### config.mk
export PLATFORM = sky130hd
export DESIGN_NAME = scbm_front
export DESIGN_NICKNAME = d
export VERILOG_FILES = /design/src/sigma_clipped_batch_mean_unit_macros.svh /design/src/scbm_pkg.sv /design/src/scbm_front.sv
export SDC_FILE = /design/constraint.sdc
export NUM_CORES = 1
export LEC_CHECK = 0
export BUFFER_PORTS_ARGS = -buffer_cell sky130_fd_sc_hd__buf_2
export CORE_UTILIZATION = 43
export DETAILED_ROUTE_END_ITERATION = 7
export PLACE_DENSITY = 0.91
export SLEW_MARGIN = 20
export SYNTH_ARGS = -nofsm -noshare
export SYNTH_HDL_FRONTEND = slang
export SYNTH_SLANG_ARGS = --single-unit
export TNS_END_PERCENT = 10
### constraint.sdc
create_clock -name clk -period 3.1 [get_ports clk]
set_input_delay 0 -clock clk [delete_from_list [all_inputs] [get_ports clk]]
set_output_delay 0 -clock clk [all_outputs]
set_load 0.01 [all_outputs]
### src/sigma_clipped_batch_mean_unit_macros.svh
// ----------------------------------------------------------------------------
// Assertion macros
// Shared assertion forms for the sigma-clipped batch mean unit.
// ----------------------------------------------------------------------------
`ifndef SIGMA_CLIPPED_BATCH_MEAN_UNIT_MACROS_SVH
`define SIGMA_CLIPPED_BATCH_MEAN_UNIT_MACROS_SVH

// Checked on every clock edge outside reset.
`define SCBM_ASSERT(lbl, prop, msg) \
  lbl: assert property (@(posedge clk) disable iff (!rst_n) prop) else $error(msg);

// Checked on every clock edge, reset included.
`define SCBM_ASSERT_RST(lbl, prop, msg) \
  lbl: assert property (@(posedge clk) prop) else $error(msg);

`endif

### src/scbm_pkg.sv
// ----------------------------------------------------------------------------
// scbm_pkg
// Types and constants shared by the sigma-clipped batch mean unit.
// ----------------------------------------------------------------------------
package scbm_pkg;

  localparam int SAMPLE_W        = 24;
  localparam int CFG_W           = 8;
  localparam int DEV_W           = 23;
  localparam int KEPT_W          = 8;
  localparam int MAX_BATCH_DEF   = 128;
  localparam int MIN_BATCH       = 4;
  localparam int N_MAX_W         = 11;
  localparam logic [CFG_W-1:0] BATCH_SIZE_RESET = 8'd10;
  localparam logic [SAMPLE_W-1:0] Q_MAX = 24'h7FFFFF;

  typedef struct packed {
    logic [N_MAX_W-1:0] n;
  } job_t;

  typedef struct packed {
    logic busy;
    logic done;
  } back_stat_t;

  typedef enum logic [3:0] {
    ST_IDLE,
    ST_SUM,
    ST_MDIV,
    ST_SQ,
    ST_VDIV,
    ST_SQRT,
    ST_BAND,
    ST_CLIP,
    ST_KDIV,
    ST_DONE
  } back_state_t;

endpackage

### src/scbm_front.sv
// ----------------------------------------------------------------------------
// scbm_front
// Accepts samples, writes them to the store and queues each completed batch.
// ----------------------------------------------------------------------------
module scbm_front #(
  parameter int MAX_BATCH = scbm_pkg::MAX_BATCH_DEF
) (
  input  logic                              clk,
  input  logic                              rst_n,
  input  logic                              cfg_wr_en,
  input  logic [scbm_pkg::CFG_W-1:0]        cfg_wr_data,
  input  logic                              push,
  input  logic signed [scbm_pkg::SAMPLE_W-1:0] in_offset_sample,
  output logic                              full,
  input  logic                              jq_valid,
  input  logic                              jq_full,
  input  scbm_pkg::back_stat_t              bstat,
  output logic                              ram_we,
  output logic [$clog2(MAX_BATCH)-1:0]      ram_waddr,
  output logic [scbm_pkg::SAMPLE_W-1:0]     ram_wdata,
  output logic                              job_push,
  output scbm_pkg::job_t                    job
);
  import scbm_pkg::*;

  localparam int AW = $clog2(MAX_BATCH);
  localparam int NW = $clog2(MAX_BATCH + 1);

  logic [CFG_W-1:0]   bs_r, bs_nxt;
  logic [NW-1:0]      fill_r, fill_nxt, fill_inc, n_eff;
  logic [N_MAX_W-1:0] bs_wide;
  logic               accept;

  assign bs_wide = N_MAX_W'(bs_r);
  assign full    = jq_valid || jq_full || bstat.busy;
  assign accept  = push && !full;

  always_comb begin
    if (bs_wide < N_MAX_W'(MIN_BATCH)) begin
      n_eff = NW'(MIN_BATCH);
    end else if (bs_wide > N_MAX_W'(MAX_BATCH)) begin
      n_eff = NW'(MAX_BATCH);
    end else begin
      n_eff = NW'(bs_wide);
    end
  end

  always_comb begin
    fill_inc  = fill_r + NW'(1);
    bs_nxt    = cfg_wr_en ? cfg_wr_data : bs_r;
    fill_nxt  = fill_r;
    job_push  = 1'b0;
    if (accept) begin
      if (fill_inc >= n_eff) begin
        fill_nxt = '0;
        job_push = 1'b1;
      end else begin
        fill_nxt = fill_inc;
      end
    end
  end

  assign job.n     = N_MAX_W'(n_eff);
  assign ram_we    = accept;
  assign ram_waddr = fill_r[AW-1:0];
  assign ram_wdata = in_offset_sample;

  always_ff @(posedge clk) begin
    if (!rst_n) begin
      bs_r   <= BATCH_SIZE_RESET;
      fill_r <= '0;
    end else begin
      bs_r   <= bs_nxt;
      fill_r <= fill_nxt;
    end
  end
endmodule

After elaboration in Yosys (flattened, before gate mapping)
Cells that the tools add are included.
Widths: inputs -> output; s select.
{ "word_totals": {"reg_bits": 16, "latchBits": 0, "mem_bits_rw": 0, "rom_bits": 0, "n_memories": 0} }
{ "op_classes": {"addsub": 1, "n_mul": 0, "n_div": 0, "order_cmp": 3, "eq_ne": 0, "n_shift": 0, "mux": 5, "bitwise_logic": 0, "n_reduce_logical": 4} }
{ "ops": {"columns": ["op", "n"], "rows": [
  ["$mux 8", 3],
  ["$add 8x1->8 const B", 1],
  ["$ge 8x8->1", 1],
  ["$gt 8x8->1 const B", 1],
  ["$lt 8x3->1 const B", 1],
  ["$logic_or 1x1->1", 2],
  ["$mux 1", 2],
  ["$logic_and 1x1->1", 1],
  ["$logic_not 1->1", 1]
]} }

Depth between registers and ports, before layout
Gate-level depths: netlist (run 1).
{ "logic_depth": {"word_depth": 6, "ltp_mapped": 10, "ltp_nobuf": 10} }

Least setup slack after synthesis (run 1)
OpenSTA, ideal clock, no wires.
{ "synth_timing": {"path_kind": "register to register", "start": "register fill_r[2]", "end": "register fill_r[0]", "setup_ps": 87, "arrival_ps": 2115, "path_slack_ps": 898, "path_stages_with_launch": 10, "synth_period_minus_slack_ps": 2202, "path_cell_list": "dfxtp_1 nand3_1 nor3_1 xnor2_1 inv_1 ha_1 or4_4 a21oi_4 o21ai_2 o31ai_1"} }
{ "synth_between": {"elab_chain_len": 3} }
{ "synth_lines": {"columns": ["item", "line_no", "source"], "rows": [
  ["start: declaration", "scbm_front.sv:30", "logic [NW-1:0] fill_r, fill_nxt, fill_inc, n_eff;"],
  ["start signal: assignment", "scbm_front.sv:74", "fill_r <= fill_nxt;"],
  ["$add 8x1->8", "scbm_front.sv:49", "fill_inc = fill_r + NW'(1);"],
  ["$ge 8x8->1", "scbm_front.sv:54", "if (fill_inc >= n_eff) begin"],
  ["$mux 8", "scbm_front.sv:54", null]
]} }
No other way between the ends.
A chain may end at the register's enable or synchronous reset.

Worst setup path in the final report (run 1)
{ "layout_timing": {"start": "register fill_r[0]", "end": "output job_push"} }
{ "layout_between": {"elab_chain_len": 4} }
{ "layout_lines": {"columns": ["item", "line_no", "source"], "rows": [
  ["$add 8x1->8", "scbm_front.sv:49", null],
  ["$ge 8x8->1", "scbm_front.sv:54", null],
  ["$mux 1", "scbm_front.sv:54", null],
  ["$mux 1", "scbm_front.sv:53", "if (accept) begin"],
  ["end: declaration", "scbm_front.sv:21", "output logic job_push,"]
]} }
No other way between the ends.

==> results_dict.tcl, run 1 <==
set metrics [dict create \
    netSwitchingFraction 0.283 \
    achievable-frequency_mhz 359 \
    comb_power_share 0.208 \
    post_route_cells_drive_above_1_share 0.301 \
    area_delta_synth_final_pct 1.21 \
    synth.ff_latch_count 16 \
    type_of_element_launching_the_critical_path "flop" \
    die_area_um2 3350 \
    cpLargestDelayFamily "compound AO/OA/AOI/OAI gates" \
    clock_power_share 0.269 \
    critPathBufInv 2 \
    placement_rows 19 \
    ys_async_sr_fraction 0 \
    worst-setup-path-type "reg2out" \
    num-fill-cells 268 \
    grt.met3_usage 0.0379 \
    synth_sequential_area_ratio 0.239 \
    drc_markers 5 \
    cts_sinks 16 \
    cts-root-buf "sky130_fd_sc_hd__clkbuf_4" \
    dominantRegCellSynth "sky130_fd_sc_hd__dfxtp_1" \
    p_int_mw 0.298 \
    detail-route-antenna-nets 0 \
    post_synth_edffs 0 \
    vias 1037 \
    gr-usage-all-layers 0.149 \
    initial_util 0.471 \
    crit_top_cell "sky130_fd_sc_hd__ha_1" \
    nNetsFinal 214 \
    timing_max_transition_violations_final 0 \
    power_switching_mw 0.117 \
    groute.layer.met1.usage 0.174 \
    crit_fanout 6 \
    die_x_um 57.9 \
    clk_latency_ps 290 \
    die_height_um 57.9 \
    critical-path-slowest-cell "sky130_fd_sc_hd__dfxtp_1" \
    synth.cell_area_um2 1340 \
    timing.final.crit_period_ps 2790 \
    numPlacedInstances 184 \
    ctsResizeCount 0 \
    power.density_nw_per_um2 305 \
    drtIter0Drc 22 \
    clock_tree.htree_level_count 1 \
    power.static_leakage_nw 0.673 \
    wire_length_of_the_first_global_routing_pass_um 3970 \
    drv.max_cap_violation_count 0 \
    clkSlewWorstSetupHoldPaths_ps 90 \
    end_kind "output pin" \
    firstDrtPassIters 7 \
    failed_checks "DRC" \
    vias_in_the_first_global_route 986 \
    portBuffers 32 \
    core_region_area_um2 2850 \
    run_status "finished with violations" \
    gp_routability_congestion 0.719 \
    top_level_pins 85 \
    clock_path_buffers 2 \
    finish.cell_count_without_fillers 194 \
    period_share 0.899 \
    largest_net_degree_at_the_start_of_global_routing 24 \
    dp_hpwl_um 1750 \
    yosys.cell_types.count 45 \
    routed_wirelength_um 2380 \
    use_met2 0.250 \
    avgSynthCellArea_um2 8.50 \
    finalSetupViolations 0 \
    hold_class "in2out" \
    post_synth_inst_count 158 \
    timing_hold_violations_final 0 \
    diodes 0 \
    final_global_route_overflow_total 0 \
    timing.clock.skew_ps 2.49 \
    grt_setup_unrepaired "no" \
    cts-buffers-inserted 3 \
    grt.busiest_layer "met2" \
    wire_length_per_cell_um 12.3 \
    crit_arrival_ps 2790 \
    worst_ir_drop_vdd_v 0.000110 \
    cp_slowest_stage_delay_ps 440 \
    avgViaCountPerCell 5.35 \
    power.share.sequential 0.524 \
    worst_ep_required_time_ps 3100 \
    yosysWarningCount 0 \
    cts_tree "built" \
    timing.critical_path.cells "ha_1, nand3_2, nor2_1, xnor2_1, inv_1, ha_1, a41oi_1, a21o_2, o21ai_2, and2_1, buf_2" \
    tns_ps 0 \
    cts.repair_timing.setup_buffer_count 0 \
    initial_antenna_violation_count 0 \
]
[registers in the layout, indices dropped and copies added (netlist names)]
register  flops
bs_r          8
fill_r        8
[power by group through the flow]
stage	registers [mW]	logic [mW]	clock network (mW)
after floorplan	0.221	0.0906	0
after global placement	0.222	0.0775	0
after detailed placement	0.222	0.0791	0
after CTS	0.217	0.0860	0.111
after global routing	0.218	0.0947	0.122
final	0.217	0.0861	0.111
[synthesized netlist by cell type, types with 2 or more instances]
library cell	n	area [um2]
sky130_fd_sc_hd__nand2_1	13	48.8
sky130_fd_sc_hd__and2_1	3	18.8
sky130_fd_sc_hd__o21ai_0	2	10.0
sky130_fd_sc_hd__o221ai_1	2	17.5
sky130_fd_sc_hd__nand3_1	10	50.1
sky130_fd_sc_hd__mux2i_1	8	80.1
sky130_fd_sc_hd__dfxtp_1	16	320
sky130_fd_sc_hd__xnor2_1	5	43.8
sky130_fd_sc_hd__nor2_1	4	15.0
sky130_fd_sc_hd__o21ai_1	2	10.0
sky130_fd_sc_hd__ha_1	9	113
sky130_fd_sc_hd__nor2b_1	6	37.5
sky130_fd_sc_hd__buf_4	34	255
sky130_fd_sc_hd__o31ai_1	3	22.5
sky130_fd_sc_hd__inv_1	10	37.5
sky130_fd_sc_hd__clkbuf_1	2	7.51
[per-stage QoR]
| stage | setup WS [ps] | power [mW] | hold slack [ps] | cell area [um2] | util |
|---|---|---|---|---|---|
| floorplan | 898 | 0.311 | 91.8 | 1350 | - |
| global placement | 664 | 0.299 | 0.0686 | 1270 | 0.444 |
| finish | 313 | 0.415 | 0.00444 | 1360 | 0.476 |
| CTS | 288 | 0.415 | 0.0686 | 1360 | 0.476 |
| detailed placement | 610 | 0.301 | 0.0686 | 1270 | 0.444 |
| global route | 92.5 | 0.435 | 0.0150 | 1360 | 0.476 |
[worst reg2reg max path, delay by kind of cell (launching register included)]
kind | cells | cell delay, ps
xor+xnor | 1 | 190
compound gates | 3 | 600
buf+inv | 1 | 70
simple gates | 3 | 920
fa+ha+maj | 1 | 210
flops | 1 | 460
[layer usage]
metal | wire length [um] | vias up
met3 | 144 | 8
met4 | 67 | 0
li1 | - | 518
met2 | 1160 | 37
met1 | 1010 | 474
met5 | 0 | -
[final cells by class]
cell class | count | area [um2] | share of cell area
well taps | 31 | 38.8 | 0.0285
inverters | 11 | 41.3 | 0.0304
flip-flops and latches | 16 | 320 | 0.236
repair buffers | 39 | 230 | 0.169
clock buffers | 3 | 22.5 | 0.0166
multi-input cells | 94 | 706 | 0.519
[placed cells by master (no fill, tap or decap), types with 2 or more instances in the layout]
cell                            netlist  layout
sky130_fd_sc_hd__nand2_1             13      13
sky130_fd_sc_hd__o31ai_1              3       3
sky130_fd_sc_hd__nand3_1             10      10
sky130_fd_sc_hd__buf_2                1      32
sky130_fd_sc_hd__conb_1               1       3
sky130_fd_sc_hd__mux2i_1              8       8
sky130_fd_sc_hd__and2_1               3       3
sky130_fd_sc_hd__nor2_1               4       4
sky130_fd_sc_hd__o21ai_1              2       2
sky130_fd_sc_hd__dfxtp_1             16      16
sky130_fd_sc_hd__inv_1               10      10
sky130_fd_sc_hd__clkbuf_4             0       3
sky130_fd_sc_hd__xnor2_1              5       5
sky130_fd_sc_hd__o221ai_1             2       2
sky130_fd_sc_hd__dlygate4sd3_1        0       7
sky130_fd_sc_hd__nor2b_1              6       6
sky130_fd_sc_hd__ha_1                 9       9
sky130_fd_sc_hd__o21ai_0              2       2
[path summary, 6_finish.rpt]
check                                       startpoint                     end  slack [ps]  depth (start not counted)
worst max-delay path            fill_r[0]$_SDFFE_PN0P_                job_push         310                         11
worst min-delay path               in_offset_sample[6]            ram_wdata[6]       0.004                          0
worst max register to register  fill_r[2]$_SDFFE_PN0P_  fill_r[7]$_SDFFE_PN0P_         570                          9
worst min register to register    bs_r[1]$_SDFFE_PN1P_    bs_r[1]$_SDFFE_PN1P_         490                          2
[cell families (layout without fill, tap and decap cells)]
| family | Yosys count | count (layout) | synth area share |
|---|---|---|---|
| AOI/OAI and AO/OA | 19 | 19 | 0.121 |
| xor gates and xnor gates | 6 | 6 | 0.0391 |
| adders and majority gates | 9 | 9 | 0.0839 |
| buffers and inverters | 50 | 53 | 0.241 |
| DFF | 16 | 16 | 0.239 |
| muxes | 8 | 8 | 0.0596 |
| other | 1 | 3 | 0.00279 |
| and+or+nand+nor | 49 | 49 | 0.213 |
[repair_timing]
action / in CTS / in global routing
hold endpoints to repair: 7 / 0
endpoints found under the setup margin: 0 / 0
hold buffers: 7 / 0
Note: power is estimated with default switching activity, not from simulation.
==> inputs of run 2 (changes only) <==
CORE_UTILIZATION = 46   (was 43)
PLACE_DENSITY = 0.86   (was 0.91)
clock period = 3.5 ns   (was 3.1 ns; I/O delays follow)
==> run 2 against run 1 <==
  * The flow now finishes without violations
  * Combinational power down 9.1%
  * Utilization up 2.0 points
  * Cell area up 0.74%
  * Clock power shrank 13%
  * Critical path depth shrank 1
  * Sequential power fell by 12%
  * Cell count rose by 0.52%
  * Setup slack gained 400 ps
==> results_dict.tcl, run 2 (synthesis gave the netlist of run 1 again) <==
set metrics [dict create \
    run_status "complete, no violations" \
    regToRegSetupSlack_ps 970 \
    clk_latency_ps 290 \
    clock_path_buffers 2 \
    layout_common_cells "sky130_fd_sc_hd__buf_2 (32), sky130_fd_sc_hd__dfxtp_1 (16), sky130_fd_sc_hd__nand2_1 (13)" \
    final_design_utilization 0.496 \
    die_height_um 56.0 \
    timing_max_transition_violations_final 0 \
    initial_util 0.487 \
    gp_routability_congestion 0.806 \
    type_of_element_launching_the_critical_path "flop" \
    depth_of_the_most_critical_reg_to_reg_path 9 \
    tns_ps 0 \
    wire_length_of_the_first_global_routing_pass_um 4000 \
    achievable-frequency_mhz 359 \
    worst_r2r_startpoint "fill_r[2]$_SDFFE_PN0P_" \
    area_delta_synth_final_pct 1.96 \
    final_global_route_overflow_total 0 \
    worst_ep_required_time_ps 3500 \
    hold_class "in2out" \
    worst_hold_startpoint "in_offset_sample[3]" \
    initial_antenna_violation_count 0 \
    clkSlewWorstSetupHoldPaths_ps 90 \
    clock_tree.htree_level_count 1 \
    layout_commonest_cell "sky130_fd_sc_hd__buf_2" \
    wire_length_per_cell_um 12.8 \
    avgViaCountPerCell 5.33 \
    timing.critical_path.cells "nand3_1, nor3_1, xnor2_1, inv_1, ha_1, or4_4, a21oi_4, o21ai_2, and2_1, buf_2" \
    worst-setup-path-type "reg2out" \
    gr-usage-all-layers 0.158 \
    timing.clock.skew_ps 4.04 \
    cts-buffers-inserted 3 \
    firstDrtPassIters 4 \
    ctsResizeCount 0 \
    timing.final.crit_period_ps 2780 \
    place_area_um2 1270 \
    worst_ir_drop_vdd_v 0.000170 \
    num-fill-cells 262 \
    drc_markers 0 \
    cp_slowest_stage_delay_ps 460 \
    cts-root-buf "sky130_fd_sc_hd__clkbuf_4" \
    vias 1039 \
    stdcell_area_um2 1370 \
    detail-route-antenna-nets 0 \
    post_route_cells_drive_above_1_share 0.299 \
    cts_tree "built" \
    die_area_um2 3140 \
    whs_path_depth 0 \
    routed_wirelength_um 2500 \
    drv.max_cap_violation_count 0 \
    drtIter0Drc 14 \
    largest_net_degree_at_the_start_of_global_routing 24 \
    placement_rows 19 \
    rr_endpoint "fill_r[7]$_SDFFE_PN0P_" \
    timing_hold_violations_final 0 \
    period_share 0.796 \
    nNetsFinal 215 \
    critPathBufInv 2 \
    die_x_um 56.0 \
    crit_arrival_ps 2780 \
    power.static_leakage_nw 0.677 \
    dp_hpwl_um 1790 \
    vias_in_the_first_global_route 914 \
    power.density_nw_per_um2 268 \
    finalSetupViolations 0 \
    largest_registers "bs_r: 8 flops, fill_r: 8 flops" \
    cts_sinks 16 \
    grt_setup_unrepaired "no" \
    fin_worst_hold_slack_ps 0.00444 \
    critical-path-slowest-cell "sky130_fd_sc_hd__dfxtp_1" \
    diodes 0 \
    core_region_area_um2 2760 \
    holdPathEnd "ram_wdata[3]" \
    crit_fanout 7 \
    end_kind "output pin" \
    cpLargestDelayFamily "simple AND/OR/NAND/NOR gates" \
    top_level_pins 85 \
    portBuffers 32 \
]
[run 2: cell types whose count changed in the layout (fill, tap and decap cells not counted), sizes merged]
cell / before / now
dlygate4sd3: 7 / 8
[run 2: repair_timing]
item | 4_1_cts | 5_1_grt
buffers inserted | 0 | 0
hold buffers | 7 | 1
endpoints found under the hold margin | 7 | 1
[run 2: how the worst max path moves through the flow]
stage | from | end | slack, ps | depth (start not counted)
6_report | fill_r[2]$_SDFFE_PN0P_ | job_push | 720 | 10
3_3_place_gp | fill_r[2]$_SDFFE_PN0P_ | fill_r[0]$_SDFFE_PN0P_ | 1110 | 9
2_1_floorplan | fill_r[2]$_SDFFE_PN0P_ | fill_r[0]$_SDFFE_PN0P_ | 1300 | 9
3_5_place_dp | fill_r[2]$_SDFFE_PN0P_ | fill_r[7]$_SDFFE_PN0P_ | 980 | 9
4_1_cts | fill_r[2]$_SDFFE_PN0P_ | job_push | 710 | 10
5_1_grt | fill_r[2]$_SDFFE_PN0P_ | job_push | 490 | 10
[run 2: layout make-up]
class	count	area, um2	share of cell area
multi-input combinational	94	706	0.516
sequential	16	320	0.234
timing repair buffer	40	240	0.176
inverter	11	41.3	0.0302
tap	31	38.8	0.0283
clock buffer	3	22.5	0.0165
[run 2: through the flow]
| stage | setup slack (ps) | std cells | total power, mW |
|---|---|---|---|
| finish | 715 | 195 | 0.367 |
| global route | 487 | 195 | 0.390 |
| CTS | 711 | 194 | 0.368 |
| detailed placement | 975 | 184 | 0.267 |
| global placement | 1110 | 184 | 0.265 |
| floorplan | 1300 | 160 | 0.276 |
[run 2: power by group]
| group | total [mW] | internal (mW) | switching, mW |
|---|---|---|---|
| registers | 0.192 | 0.188 | 0.00441 |
| clock network | 0.0963 | 0.0400 | 0.0563 |
| logic | 0.0783 | 0.0365 | 0.0418 |
| total | 0.367 | 0.264 | 0.102 |
[run 2: layer usage]
layer,vias up,wire (um),track usage,part of all wire
met5,-,0,0,0
met4,0,19,0.0488,0.0076
met3,4,154,0.0372,0.062
met2,33,1250,0.274,0.50
met1,482,1070,0.194,0.43
li1,520,-,-,-
==> inputs of run 3 (changes only) <==
CORE_UTILIZATION = 38   (was 46)
PLACE_DENSITY = 0.76   (was 0.86)
clock period = 2.5 ns   (was 3.5 ns; I/O delays follow)
==> run 3 against run 2 <==
  * Clock power rose by 82%
  * Combinational power rose by 65%
  * Utilization fell by 1.8 points
  * Non-clock buffer count rose by 11
  * First-iteration DRC count rose by 110%
  * Flip-flop and latch count did not move
  * Cell area rose by 18%
  * Sequential power rose by 41%
  * Hold slack barely moved
  * Highest routed layer unchanged
==> results_dict.tcl, run 3 (synthesis gave the netlist of run 1 again) <==
set metrics [dict create \
    cts-root-buf "sky130_fd_sc_hd__clkbuf_4" \
    initial_antenna_violation_count 0 \
    wire_length_per_cell_um 13.0 \
    run_status "complete, no violations" \
    timing_hold_violations_final 0 \
    timing_max_transition_violations_final 0 \
    crit_arrival_ps 2400 \
    worst_ir_drop_vdd_v 0.000190 \
    multi_input_comb_area_um2 817 \
    portBuffers 32 \
    timing.clock.skew_ps 1.91 \
    clk_latency_ps 290 \
    dp_worst_setup_slack_ps 75.6 \
    clkSlewWorstSetupHoldPaths_ps 90 \
    placement_rows 21 \
    die_area_um2 3770 \
    clock_tree.htree_level_count 1 \
    avgViaCountPerCell 4.84 \
    drv.max_cap_violation_count 0 \
    highest-signal-layer "met4" \
    hold_class "in2out" \
    post_route_cells_drive_above_1_share 0.443 \
    clock_path_buffers 2 \
    layout_common_cells "sky130_fd_sc_hd__buf_2 (32), sky130_fd_sc_hd__nand2_1 (12), sky130_fd_sc_hd__dfxtp_1 (11), sky130_fd_sc_hd__buf_4 (11), sky130_fd_sc_hd__inv_1 (10)" \
    final_global_route_overflow_total 0 \
    crit_fanout 4 \
    num-fill-cells 333 \
    route.layer.met1.wl_um 1210 \
    dp_hpwl_um 1930 \
    layout.area.seq_um2 334 \
    drc_markers 0 \
    type_of_element_launching_the_critical_path "flop" \
    detail-route-antenna-nets 0 \
    cts_sinks 16 \
    stdcell_area_um2 1610 \
    timing.final.ws_setup_ps 98.8 \
    area_delta_synth_final_pct 19.9 \
    routed_wirelength_um 2890 \
    finalSetupViolations 0 \
    die_x_um 61.4 \
    power.static_leakage_nw 0.773 \
    timing.final.crit_period_ps 2400 \
    firstDrtPassIters 4 \
    largest_registers "bs_r: 8 flops, fill_r: 8 flops" \
    nNetsFinal 226 \
    vias_in_the_first_global_route 1051 \
    vias 1075 \
    place_area_um2 1320 \
    cts-buffers-inserted 3 \
    core_region_area_um2 3360 \
    gr-usage-all-layers 0.161 \
    largest_net_degree_at_the_start_of_global_routing 24 \
    wire_length_of_the_first_global_routing_pass_um 4460 \
    cts_tree "built" \
    power.density_nw_per_um2 357 \
    diodes 0 \
    initial_util 0.399 \
    layout_commonest_cell "sky130_fd_sc_hd__buf_2" \
    period_share 0.960 \
    end_kind "output pin" \
    gp_routability_congestion 0.740 \
    routed-wl-met3_um 201 \
    achievable-frequency_mhz 416 \
    worst_ep_required_time_ps 2500 \
    die_height_um 61.4 \
    worst-setup-path-type "reg2out" \
    met2WireLength_um 1440 \
    drtIter0Drc 29 \
    top_level_pins 85 \
    tns_ps 0 \
]
==> run 3: cell types whose count changed in the layout (fill, tap and decap cells not counted), sizes merged <==
cell,previous run,this run
buf,32,43
clkbuf,3,4
==> run 3: final timing paths <==
kind | start | endpoint | slack (ps) | cells after the start
setup / recovery | fill_r[6]$_SDFFE_PN0P_ | job_push | 100 | 10
hold / removal | in_offset_sample[6] | ram_wdata[6] | 0.004 | 0
setup reg to reg | fill_r[6]$_SDFFE_PN0P_ | fill_r[4]$_SDFFE_PN0P_ | 180 | 11
hold reg to reg | bs_r[1]$_SDFFE_PN1P_ | bs_r[1]$_SDFFE_PN1P_ | 490 | 2
==> run 3: layout make-up <==
class / instances / share of cell area
Clock buffer: 4 / 0.0226
Multi-Input combinational cell: 94 / 0.508
Sequential cell: 16 / 0.208
Tap cell: 46 / 0.0358
Inverter: 11 / 0.0257
Timing Repair Buffer: 51 / 0.201
==> run 3: timing repair <==
item / CTS / global route
pin swaps: 2 / 2
hold buffers: 8 / 0
hold endpoints to repair: 8 / 0
resized for setup: 9 / 20
setup buffers: 3 / 3
setup endpoints to repair: 1 / 5
==> run 3: per-stage QoR <==
step | std cells | util | hold WS (ps) | total power [mW]
2_1_floorplan | 160 | - | 91.8 | 0.386
3_3_place_gp | 204 | 0.393 | 0.0686 | 0.373
3_5_place_dp | 204 | 0.393 | 0.0686 | 0.375
4_1_cts | 219 | 0.445 | 0.0686 | 0.568
5_1_grt | 222 | 0.478 | 0.0169 | 0.603
6_report | 222 | 0.478 | 0.00444 | 0.574
==> run 3: where the power goes <==
| part | leakage, nW | internal, mW | total, mW | switching (mW) |
|---|---|---|---|---|
| clock network | 0.0210 | 0.0889 | 0.175 | 0.0860 |
| registers | 0.134 | 0.261 | 0.270 | 0.00930 |
| logic | 0.618 | 0.0653 | 0.129 | 0.0642 |
| total | 0.773 | 0.415 | 0.574 | 0.159 |
==> run 3: layer usage <==
metal  up-vias  global-route usage
li1        538                   -
met1       485               0.173
met2        48               0.284
met3         4              0.0651
met4         0              0.0571
met5         -                   0
==> run 3: worst max-delay path, stage by stage, from the launching register on <==
cell and delay [ps]:
sky130_fd_sc_hd__dfxtp_4 380, sky130_fd_sc_hd__nand2_1 100, sky130_fd_sc_hd__nor3_4 240, sky130_fd_sc_hd__xnor2_2 160
sky130_fd_sc_hd__inv_1 80, sky130_fd_sc_hd__ha_2 190, sky130_fd_sc_hd__or4_4 430, sky130_fd_sc_hd__a21oi_4 170
sky130_fd_sc_hd__o21ai_4 70, sky130_fd_sc_hd__and2_1 160, sky130_fd_sc_hd__buf_2 130
